<file path="config.mk">
export PLATFORM = sky130hd
export DESIGN_NAME = retry_send_queue_unit
export DESIGN_NICKNAME = d
export VERILOG_FILES = /design/src/hdl/rsq_pkg.sv /design/src/hdl/retry_send_queue_unit.sv
export SDC_FILE = /design/constraint.sdc
export NUM_CORES = 2
export LEC_CHECK = 0
export BUFFER_PORTS_ARGS = -buffer_cell sky130_fd_sc_hd__buf_2
export CORE_MARGIN = 3
export CORE_UTILIZATION = 67
export CTS_CLUSTER_SIZE = 12
export DETAILED_ROUTE_END_ITERATION = 10
export PLACE_DENSITY = 0.9
export RECOVER_POWER = 25
export SLEW_MARGIN = 20
export SYNTH_ARGS = -nofsm -noshare
export SYNTH_HDL_FRONTEND = slang
export SYNTH_SLANG_ARGS = --single-unit
export TNS_END_PERCENT = 10
</file>
<file path="constraint.sdc">
create_clock -name clk -period 13.6 [get_ports clk]
set_input_delay 0 -clock clk [delete_from_list [all_inputs] [get_ports clk]]
set_output_delay 0 -clock clk [all_outputs]
set_load 0.01 [all_outputs]
</file>
<file path="src/hdl/rsq_pkg.sv">
// types, codes and reset values shared by the retry send queue
package rsq_pkg;

  localparam int QUEUE_DEPTH_DEF = 16;

  localparam logic [7:0]  DEF_RETRY_LIMIT        = 8'd3;
  localparam logic [15:0] DEF_START_DELAY        = 16'd30;
  localparam logic [15:0] DEF_RESEND_INTERVAL    = 16'd500;
  localparam logic [15:0] DEF_AFTER_REMOVE_DELAY = 16'd20;

  typedef enum logic [1:0] {
    REQ_ENQUEUE = 2'd0,
    REQ_REMOVE  = 2'd1,
    REQ_TICK    = 2'd2,
    REQ_NONE    = 2'd3
  } req_kind_t;

  typedef enum logic [2:0] {
    STS_QUEUED   = 3'd0,
    STS_FULL     = 3'd1,
    STS_REMOVED  = 3'd2,
    STS_NO_MATCH = 3'd3,
    STS_WAITING  = 3'd4,
    STS_TRANSMIT = 3'd5,
    STS_EXPIRED  = 3'd6,
    STS_STOPPED  = 3'd7
  } status_t;

  typedef enum logic [1:0] {
    CFG_RETRY_LIMIT        = 2'd0,
    CFG_START_DELAY        = 2'd1,
    CFG_RESEND_INTERVAL    = 2'd2,
    CFG_AFTER_REMOVE_DELAY = 2'd3
  } cfg_reg_t;

  typedef enum logic [2:0] {
    ST_IDLE,
    ST_EXEC,
    ST_HEAD,
    ST_SCAN,
    ST_EMIT
  } state_t;

  typedef struct packed {
    req_kind_t   req_type;
    logic [7:0]  command_high;
    logic [7:0]  command_low;
    logic [15:0] dest_addr;
    logic [7:0]  seq_num;
    logic [7:0]  payload_handle;
    logic [7:0]  payload_len;
    logic        want_ack;
    logic        any_seq;
  } req_t;

  typedef struct packed {
    status_t     status;
    logic [7:0]  out_command_high;
    logic [7:0]  out_command_low;
    logic [7:0]  out_payload_handle;
    logic [7:0]  out_payload_len;
  } rsp_t;

  typedef struct packed {
    logic [15:0] addr;
    logic [7:0]  seq;
    logic [7:0]  cmd_high;
    logic [7:0]  cmd_low;
    logic [7:0]  handle;
    logic [7:0]  len;
    logic [7:0]  tries;
    logic        ack;
  } entry_t;

endpackage

</file>
<file path="src/hdl/retry_send_queue_unit.sv">
// retry send queue: message fifo with timed resend, retry limit and removal
//
// input channel in_valid/in_ready/in_data carries one request item: enqueue,
// remove matching, or a one millisecond tick. every item gives exactly one
// result item on out_valid/out_ready/out_data, in order.
// configuration is written on cfg_valid/cfg_ready with cfg_index and
// cfg_data (retry limit, start delay, resend interval, after-remove delay);
// cfg_ready is always high. the user must write it only while the block is
// idle; the block itself does not enforce this. enqueue, ignored requests
// and ticks that serve no head go from the exec state to the emit state; a
// tick that transmits the head passes the head state. a removal, or a tick
// that drops an exhausted head, compacts the queue with one read and at
// most one write of the two-port entry memory per cycle. one item is in
// work at a time; in_ready rises together with out_valid, so the next item
// can be taken at the edge that takes the result.
// reset (rst_n low, synchronous) empties the queue, stops the timer and
// loads the default register values; no clearing pass is run.
// when the receiver stalls, the result waits in the output register; the
// next item is still accepted and worked, and holds its result until the
// output register is free.
module retry_send_queue_unit #(
  parameter int QUEUE_DEPTH = rsq_pkg::QUEUE_DEPTH_DEF
) (
  input  logic          clk,
  input  logic          rst_n,
  input  logic          in_valid,
  output logic          in_ready,
  input  rsq_pkg::req_t in_data,
  output logic          out_valid,
  input  logic          out_ready,
  output rsq_pkg::rsp_t out_data,
  input  logic          cfg_valid,
  output logic          cfg_ready,
  input  logic [1:0]    cfg_index,
  input  logic [15:0]   cfg_data
);
  import rsq_pkg::*;

  localparam int IDX_W = $clog2(QUEUE_DEPTH);
  localparam int CNT_W = $clog2(QUEUE_DEPTH + 1);
  localparam logic [CNT_W-1:0] FULL_CNT = CNT_W'(QUEUE_DEPTH);

  state_t state_r, state_nxt;
  req_t   req_r, req_nxt;
  rsp_t   res_r, res_nxt;
  rsp_t   out_data_r, out_data_nxt;
  logic   out_valid_r, out_valid_nxt;

  logic [CNT_W-1:0] occ_r, occ_nxt;
  logic             timer_run_r, timer_run_nxt;
  logic [15:0]      countdown_r, countdown_nxt;

  logic [7:0]  retry_limit_r;
  logic [15:0] start_delay_r;
  logic [15:0] resend_interval_r;
  logic [15:0] after_remove_delay_r;

  logic [CNT_W-1:0] rd_ptr_r, rd_ptr_nxt;
  logic [CNT_W-1:0] wr_ptr_r, wr_ptr_nxt;
  logic             rd_vld_r, rd_vld_nxt;
  logic             hit_r, hit_nxt;
  logic             expire_r, expire_nxt;
  logic [15:0]      key_addr_r, key_addr_nxt;
  logic [7:0]       key_seq_r, key_seq_nxt;
  logic             key_any_r, key_any_nxt;

  entry_t     queue_mem_r [QUEUE_DEPTH];
  entry_t     rd_data_r;
  logic       mem_we;
  logic [IDX_W-1:0] mem_waddr;
  entry_t     mem_wdata;
  logic       mem_re;
  logic [IDX_W-1:0] mem_raddr;

  logic scan_done;
  logic emit_go;
  logic tick_serve;
  logic scan_match;

  assign in_ready  = (state_r == ST_IDLE);
  assign cfg_ready = 1'b1;
  assign out_valid = out_valid_r;
  assign out_data  = out_data_r;

  assign scan_done  = (rd_ptr_r == occ_r) && !rd_vld_r;
  assign emit_go    = !out_valid_r || out_ready;
  assign tick_serve = timer_run_r && (countdown_r <= 16'd1) && (occ_r != '0);
  assign scan_match = (rd_data_r.addr == key_addr_r) &&
                      (key_any_r || (rd_data_r.seq == key_seq_r));

  // entry memory
  always_ff @(posedge clk) begin
    if (mem_we) begin
      queue_mem_r[mem_waddr] <= mem_wdata;
    end
    if (mem_re) begin
      rd_data_r <= queue_mem_r[mem_raddr];
    end
  end

  // configuration registers
  always_ff @(posedge clk) begin
    if (!rst_n) begin
      retry_limit_r        <= DEF_RETRY_LIMIT;
      start_delay_r        <= DEF_START_DELAY;
      resend_interval_r    <= DEF_RESEND_INTERVAL;
      after_remove_delay_r <= DEF_AFTER_REMOVE_DELAY;
    end else if (cfg_valid && cfg_ready) begin
      unique case (cfg_reg_t'(cfg_index))
        CFG_RETRY_LIMIT:        retry_limit_r        <= cfg_data[7:0];
        CFG_START_DELAY:        start_delay_r        <= cfg_data;
        CFG_RESEND_INTERVAL:    resend_interval_r    <= cfg_data;
        CFG_AFTER_REMOVE_DELAY: after_remove_delay_r <= cfg_data;
        default: ;
      endcase
    end
  end

  // next state
  always_comb begin
    state_nxt = state_r;
    unique case (state_r)
      ST_IDLE: begin
        if (in_valid) begin
          state_nxt = ST_EXEC;
        end
      end
      ST_EXEC: begin
        unique case (req_r.req_type)
          REQ_REMOVE: state_nxt = ST_SCAN;
          REQ_TICK:   state_nxt = tick_serve ? ST_HEAD : ST_EMIT;
          default:    state_nxt = ST_EMIT;
        endcase
      end
      ST_HEAD: state_nxt = (rd_data_r.tries != 8'd0) ? ST_EMIT : ST_SCAN;
      ST_SCAN: begin
        if (scan_done) begin
          state_nxt = ST_EMIT;
        end
      end
      ST_EMIT: begin
        if (emit_go) begin
          state_nxt = ST_IDLE;
        end
      end
      default: state_nxt = ST_IDLE;
    endcase
  end

  // datapath and memory control
  always_comb begin
    req_nxt       = req_r;
    res_nxt       = res_r;
    out_data_nxt  = out_data_r;
    out_valid_nxt = out_valid_r && !out_ready;
    occ_nxt       = occ_r;
    timer_run_nxt = timer_run_r;
    countdown_nxt = countdown_r;
    rd_ptr_nxt    = rd_ptr_r;
    wr_ptr_nxt    = wr_ptr_r;
    rd_vld_nxt    = 1'b0;
    hit_nxt       = hit_r;
    expire_nxt    = expire_r;
    key_addr_nxt  = key_addr_r;
    key_seq_nxt   = key_seq_r;
    key_any_nxt   = key_any_r;
    mem_we        = 1'b0;
    mem_waddr     = '0;
    mem_wdata     = rd_data_r;
    mem_re        = 1'b0;
    mem_raddr     = '0;
    unique case (state_r)
      ST_IDLE: begin
        if (in_valid) begin
          req_nxt = in_data;
        end
      end
      ST_EXEC: begin
        res_nxt        = '0;
        res_nxt.status = STS_WAITING;
        unique case (req_r.req_type)
          REQ_ENQUEUE: begin
            if (occ_r == FULL_CNT) begin
              res_nxt.status = STS_FULL;
            end else begin
              mem_we             = 1'b1;
              mem_waddr          = occ_r[IDX_W-1:0];
              mem_wdata.addr     = req_r.dest_addr;
              mem_wdata.seq      = req_r.seq_num;
              mem_wdata.cmd_high = req_r.command_high;
              mem_wdata.cmd_low  = req_r.command_low;
              mem_wdata.handle   = req_r.payload_handle;
              mem_wdata.len      = req_r.payload_len;
              mem_wdata.tries    = req_r.want_ack ? retry_limit_r : 8'd1;
              mem_wdata.ack      = req_r.want_ack;
              occ_nxt            = occ_r + CNT_W'(1);
              if (!timer_run_r) begin
                timer_run_nxt = 1'b1;
                countdown_nxt = start_delay_r;
              end
              res_nxt.status = STS_QUEUED;
            end
          end
          REQ_REMOVE: begin
            key_addr_nxt = req_r.dest_addr;
            key_seq_nxt  = req_r.seq_num;
            key_any_nxt  = req_r.any_seq;
            rd_ptr_nxt   = '0;
            wr_ptr_nxt   = '0;
            hit_nxt      = 1'b0;
            expire_nxt   = 1'b0;
          end
          REQ_TICK: begin
            if (timer_run_r) begin
              if (countdown_r > 16'd1) begin
                countdown_nxt = countdown_r - 16'd1;
              end else if (occ_r == '0) begin
                timer_run_nxt  = 1'b0;
                countdown_nxt  = '0;
                res_nxt.status = STS_STOPPED;
              end else begin
                mem_re    = 1'b1;
                mem_raddr = '0;
              end
            end
          end
          default: ;
        endcase
      end
      ST_HEAD: begin
        countdown_nxt = resend_interval_r;
        if (rd_data_r.tries != 8'd0) begin
          mem_we                     = 1'b1;
          mem_waddr                  = '0;
          mem_wdata.tries            = rd_data_r.tries - 8'd1;
          res_nxt.status             = STS_TRANSMIT;
          res_nxt.out_command_high   = rd_data_r.cmd_high;
          res_nxt.out_command_low    = rd_data_r.cmd_low;
          res_nxt.out_payload_handle = rd_data_r.handle;
          res_nxt.out_payload_len    = rd_data_r.len;
        end else begin
          key_addr_nxt = rd_data_r.addr;
          key_seq_nxt  = rd_data_r.seq;
          key_any_nxt  = rd_data_r.ack;
          rd_ptr_nxt   = '0;
          wr_ptr_nxt   = '0;
          hit_nxt      = 1'b0;
          expire_nxt   = 1'b1;
        end
      end
      ST_SCAN: begin
        if (rd_vld_r) begin
          if (scan_match) begin
            hit_nxt = 1'b1;
          end else begin
            mem_we     = 1'b1;
            mem_waddr  = wr_ptr_r[IDX_W-1:0];
            wr_ptr_nxt = wr_ptr_r + CNT_W'(1);
          end
        end
        if (rd_ptr_r != occ_r) begin
          mem_re     = 1'b1;
          mem_raddr  = rd_ptr_r[IDX_W-1:0];
          rd_ptr_nxt = rd_ptr_r + CNT_W'(1);
          rd_vld_nxt = 1'b1;
        end else if (!rd_vld_r) begin
          occ_nxt = wr_ptr_r;
          if (expire_r) begin
            res_nxt.status = STS_EXPIRED;
          end else if (hit_r) begin
            timer_run_nxt  = 1'b1;
            countdown_nxt  = after_remove_delay_r;
            res_nxt.status = STS_REMOVED;
          end else begin
            res_nxt.status = STS_NO_MATCH;
          end
        end
      end
      ST_EMIT: begin
        if (emit_go) begin
          out_data_nxt  = res_r;
          out_valid_nxt = 1'b1;
        end
      end
      default: ;
    endcase
  end

  // control registers
  always_ff @(posedge clk) begin
    if (!rst_n) begin
      state_r     <= ST_IDLE;
      out_valid_r <= 1'b0;
      occ_r       <= '0;
      timer_run_r <= 1'b0;
      countdown_r <= '0;
      rd_vld_r    <= 1'b0;
    end else begin
      state_r     <= state_nxt;
      out_valid_r <= out_valid_nxt;
      occ_r       <= occ_nxt;
      timer_run_r <= timer_run_nxt;
      countdown_r <= countdown_nxt;
      rd_vld_r    <= rd_vld_nxt;
    end
  end

  // payload and scan registers
  always_ff @(posedge clk) begin
    req_r      <= req_nxt;
    res_r      <= res_nxt;
    out_data_r <= out_data_nxt;
    rd_ptr_r   <= rd_ptr_nxt;
    wr_ptr_r   <= wr_ptr_nxt;
    hit_r      <= hit_nxt;
    expire_r   <= expire_nxt;
    key_addr_r <= key_addr_nxt;
    key_seq_r  <= key_seq_nxt;
    key_any_r  <= key_any_nxt;
  end

  a_occ_bound: assert property (@(posedge clk) disable iff (!rst_n)
    occ_r <= FULL_CNT)
    else $error("occupancy above queue depth");

  a_scan_order: assert property (@(posedge clk) disable iff (!rst_n)
    state_r == ST_SCAN |-> wr_ptr_r <= rd_ptr_r)
    else $error("compaction write pointer passed read pointer");

  a_occ_step: assert property (@(posedge clk) disable iff (!rst_n)
    occ_r > $past(occ_r) |-> occ_r == $past(occ_r) + CNT_W'(1))
    else $error("occupancy grew by more than one item");

  a_timer_live: assert property (@(posedge clk) disable iff (!rst_n)
    occ_r != '0 |-> timer_run_r)
    else $error("queue holds entries with timer stopped");

endmodule

</file>
==> results.txt <==
Status = complete, but fails checks
Failing checks = max-capacitance violations, max-slew violations
Die W = 289 um
R2R cell count = 7
Crit-path cells = nand4bb_1, or2_0, a21oi_1, nand2b_1, o22ai_1, nor2b_4, buf_4
Crit path kind = reg -> reg
FF+latch count, synth = 1,355
Post-Route Skew = 32.2 ps
Most frequent cells in the layout = edfxtp_1, nand2_1, mux2i_1, dlygate4sd3_1, clkbuf_16
Commonest non-fill, non-tap cell in the layout = edfxtp_1
CTS resizes = 0
Final slew viol count = 497
DPL Wire Length = 68,600 um
Min-Delay Path Class = in -> reg
Chip Height = 289 um
Syn nets = 3,399
Starting Density = 67.7%
Number of global-route vias before repair = 35,000
Post-synthesis instance total = 3,304
Maxcap violations = 11
All-layer global routing usage = 37.4%
Worst Setup SP = state_r[2]$_SDFFE_PN0P_
Avg Cell Area, Syn = 16.2 um2
Area growth syn-to-layout = 13.3%
GR Overflow Total = 0
Vias post-DR = 34,600
Slew at the pin closest to its max-slew limit = 6080 ps
H-tree Lvls = 4
Setup TNS = 0 ps
Root buffer cell = clkbuf_16
Peak VDD IR = 0.000134 V
Fin cells = 4,676
CTS Buf Count = 139
PortBufs = 119
Leakage = 20.1 nW
Worst endpoint required time = 13,970 ps
Synth Flop Type = edfxtp_1
Reg-to-reg endpoint = queue_mem_r[0][4]$_DFFE_PP_
R2r startpoint = state_r[2]$_SDFFE_PN0P_
Hold WS = 22.7 ps
Net count, final = 3,647
CORE AREA = 0.0791 mm2
Post-route ant nets = 0
Initial drt markers = 5,689
CTS tree = done
Die area = 0.0834 mm2
Worst-Skew Late Latency = 760 ps
Post CTS Setup Buffer Count = 0
Tcrit/Tclk final = 66.3%
Drt wl/cell = 33.0 um
Critical path data arrival time = 9380 ps
Crit end category = flip-flop
Slowest cell on the critical path = or2_0
Power per Cell Area = 147 mW/mm2
Post-route minimum period = 9020 ps
Via density = 7.41
Final setup viols = 0
Start point of the worst min-delay path = in_data[26]
CP startpoint kind = flip-flop
DR pass1 iterations = 6
Synth cell types = 73
RSZ-0062 raised after global routing = no
Pin count of the biggest net entering global routing = 127
EDFF count, synth = 1,272
CP max FO = 65
Max Clock Freq = 111 MHz
Max clock buf depth = 3
Ports = 121
Routed Wire Length = 154,000 um
Residual DRC = 0
R2R Setup Slk = 4580 ps
Seq/Total Area, Yosys = 74.4%
First-pass GRT wire length = 226,000 um
Placer Congestion = 0.831
Endpoints failing hold = 0
Cell Area, Synth = 0.0536 mm2
CTS sink cnt = 1,355
Initial antenna violation count = 5
Synth Warn # = 0
Slew margin rel. = -306%
Row count = 103
CP peak stage delay = 4320 ps
Async set-reset flop share out of synthesis = 0%
Share of cells above drive strength 1 = 14.4%
Setup ws final = 4580 ps
Fin util = 76.7%
Post-Place Worst Slack = 8450 ps
Dpl cells = 4,312
Crit path to = queue_mem_r[0][4]$_DFFE_PP_
Worst-path clk slew = 60 ps
==> Yosys cell counts, drive strengths merged, types with 11 or more instances <==
cell    instances  area share [%]
nor2           64            0.45
a221o          69             1.3
mux2i         155             2.9
xor2           11            0.18
inv            21            0.15
nor3           21            0.21
edfxtp       1272              71
nand4          11            0.13
a21oi         134             1.3
dfxtp          83             3.1
and2           42            0.50
a311oi         66             1.1
nand3          25            0.23
a221oi         66             1.1
mux4          130             5.5
a31oi          19            0.23
o211ai         12            0.17
o31ai          11            0.17
ha             12            0.28
clkbuf        159             1.1
nand2         586             4.1
xnor2          29            0.47
buf            50            0.43
mux2           66             1.4
o21ai          94            0.88
==> cell families (layout without fill, tap and decap cells) <==
family                     count (synthesis)  in the layout  synth area share (%)
muxes                                    351            351                  9.75
AOI/OAI and AO/OA                        512            512                  6.84
and+or+nand+nor                          803            803                  6.36
xor gates and xnor gates                  40             40                 0.654
other                                      1              4               0.00700
DFF                                     1355           1355                  74.4
adders and majority gates                 12             12                 0.280
buffers and inverters                    230            549                  1.69
==> cell type report <==
class	count	area, um2
Fill cell	3837	18400
Clock inverter	33	284
Timing Repair Buffer	316	2400
Multi-Input combinational cell	1719	13000
Inverter	21	78.8
Tap cell	1050	1310
Clock buffer	179	3760
Antenna cell	3	7.51
Sequential cell	1355	39900
==> how the worst min path moves through the flow <==
| stage | slack [ps] | depth (start not counted) | endpoint |
|---|---|---|---|
| CTS | 1 | 2 | req_r[59]$_DFFE_PP_ |
| finish | 20 | 2 | req_r[26]$_DFFE_PP_ |
| global route | 40 | 2 | req_r[26]$_DFFE_PP_ |
| floorplan | 100 | 0 | req_r[0]$_DFFE_PP_ |
| global placement | 180 | 1 | req_r[55]$_DFFE_PP_ |
| detailed placement | 180 | 1 | req_r[23]$_DFFE_PP_ |
==> worst max-delay path: cells and delay by family (launching register included) <==
kind | cells | cell delay, ps
AND/OR/NAND/NOR | 4 | 6140
AO/OA/AOI/OAI | 2 | 930
flip-flops | 1 | 740
buffers and inverters | 1 | 690
==> metal layers <==
| layer | wire length (um) | GRT usage [%] | part of all wire [%] | up-vias |
|---|---|---|---|---|
| li1 | - | - | - | 13400 |
| met1 | 48600 | 47.7 | 32 | 16700 |
| met2 | 73100 | 58.3 | 47 | 3763 |
| met3 | 21900 | 10.6 | 14 | 836 |
| met4 | 10500 | 21.7 | 6.8 | 4 |
| met5 | 31 | 0 | 0.020 | - |
==> timing repair <==
action                                  in CTS  in global routing
hold buffers                               147                  0
hold endpoints to repair                   139                  0
endpoints found under the setup margin       0                  0
==> state kept, by name (all words and copies together) (netlist names), 8 cells and up <==
register,flops
key_seq_r,8
out_data,35
countdown_r,16
req_r,60
start_delay_r,16
res_r,35
retry_limit_r,8
rd_data_r,65
after_remove_delay_r,16
resend_interval_r,16
queue_mem_r,1040
key_addr_r,16
==> power by group <==
part / internal, mW / switching (mW) / leakage, nW
registers: 4.66 / 0.0524 / 12.2
logic: 0.238 / 0.415 / 5.94
clock network: 1.95 / 1.62 / 1.97
==> through the flow <==
stage               area (um2)  total power, mW
floorplan                53600             5.17
detailed placement       55200             5.36
CTS                      60800             8.86
global placement         55200             5.33
finish                   60700             8.93
global route             60700             9.12
No activity file was read; power rests on OpenSTA's default activity.
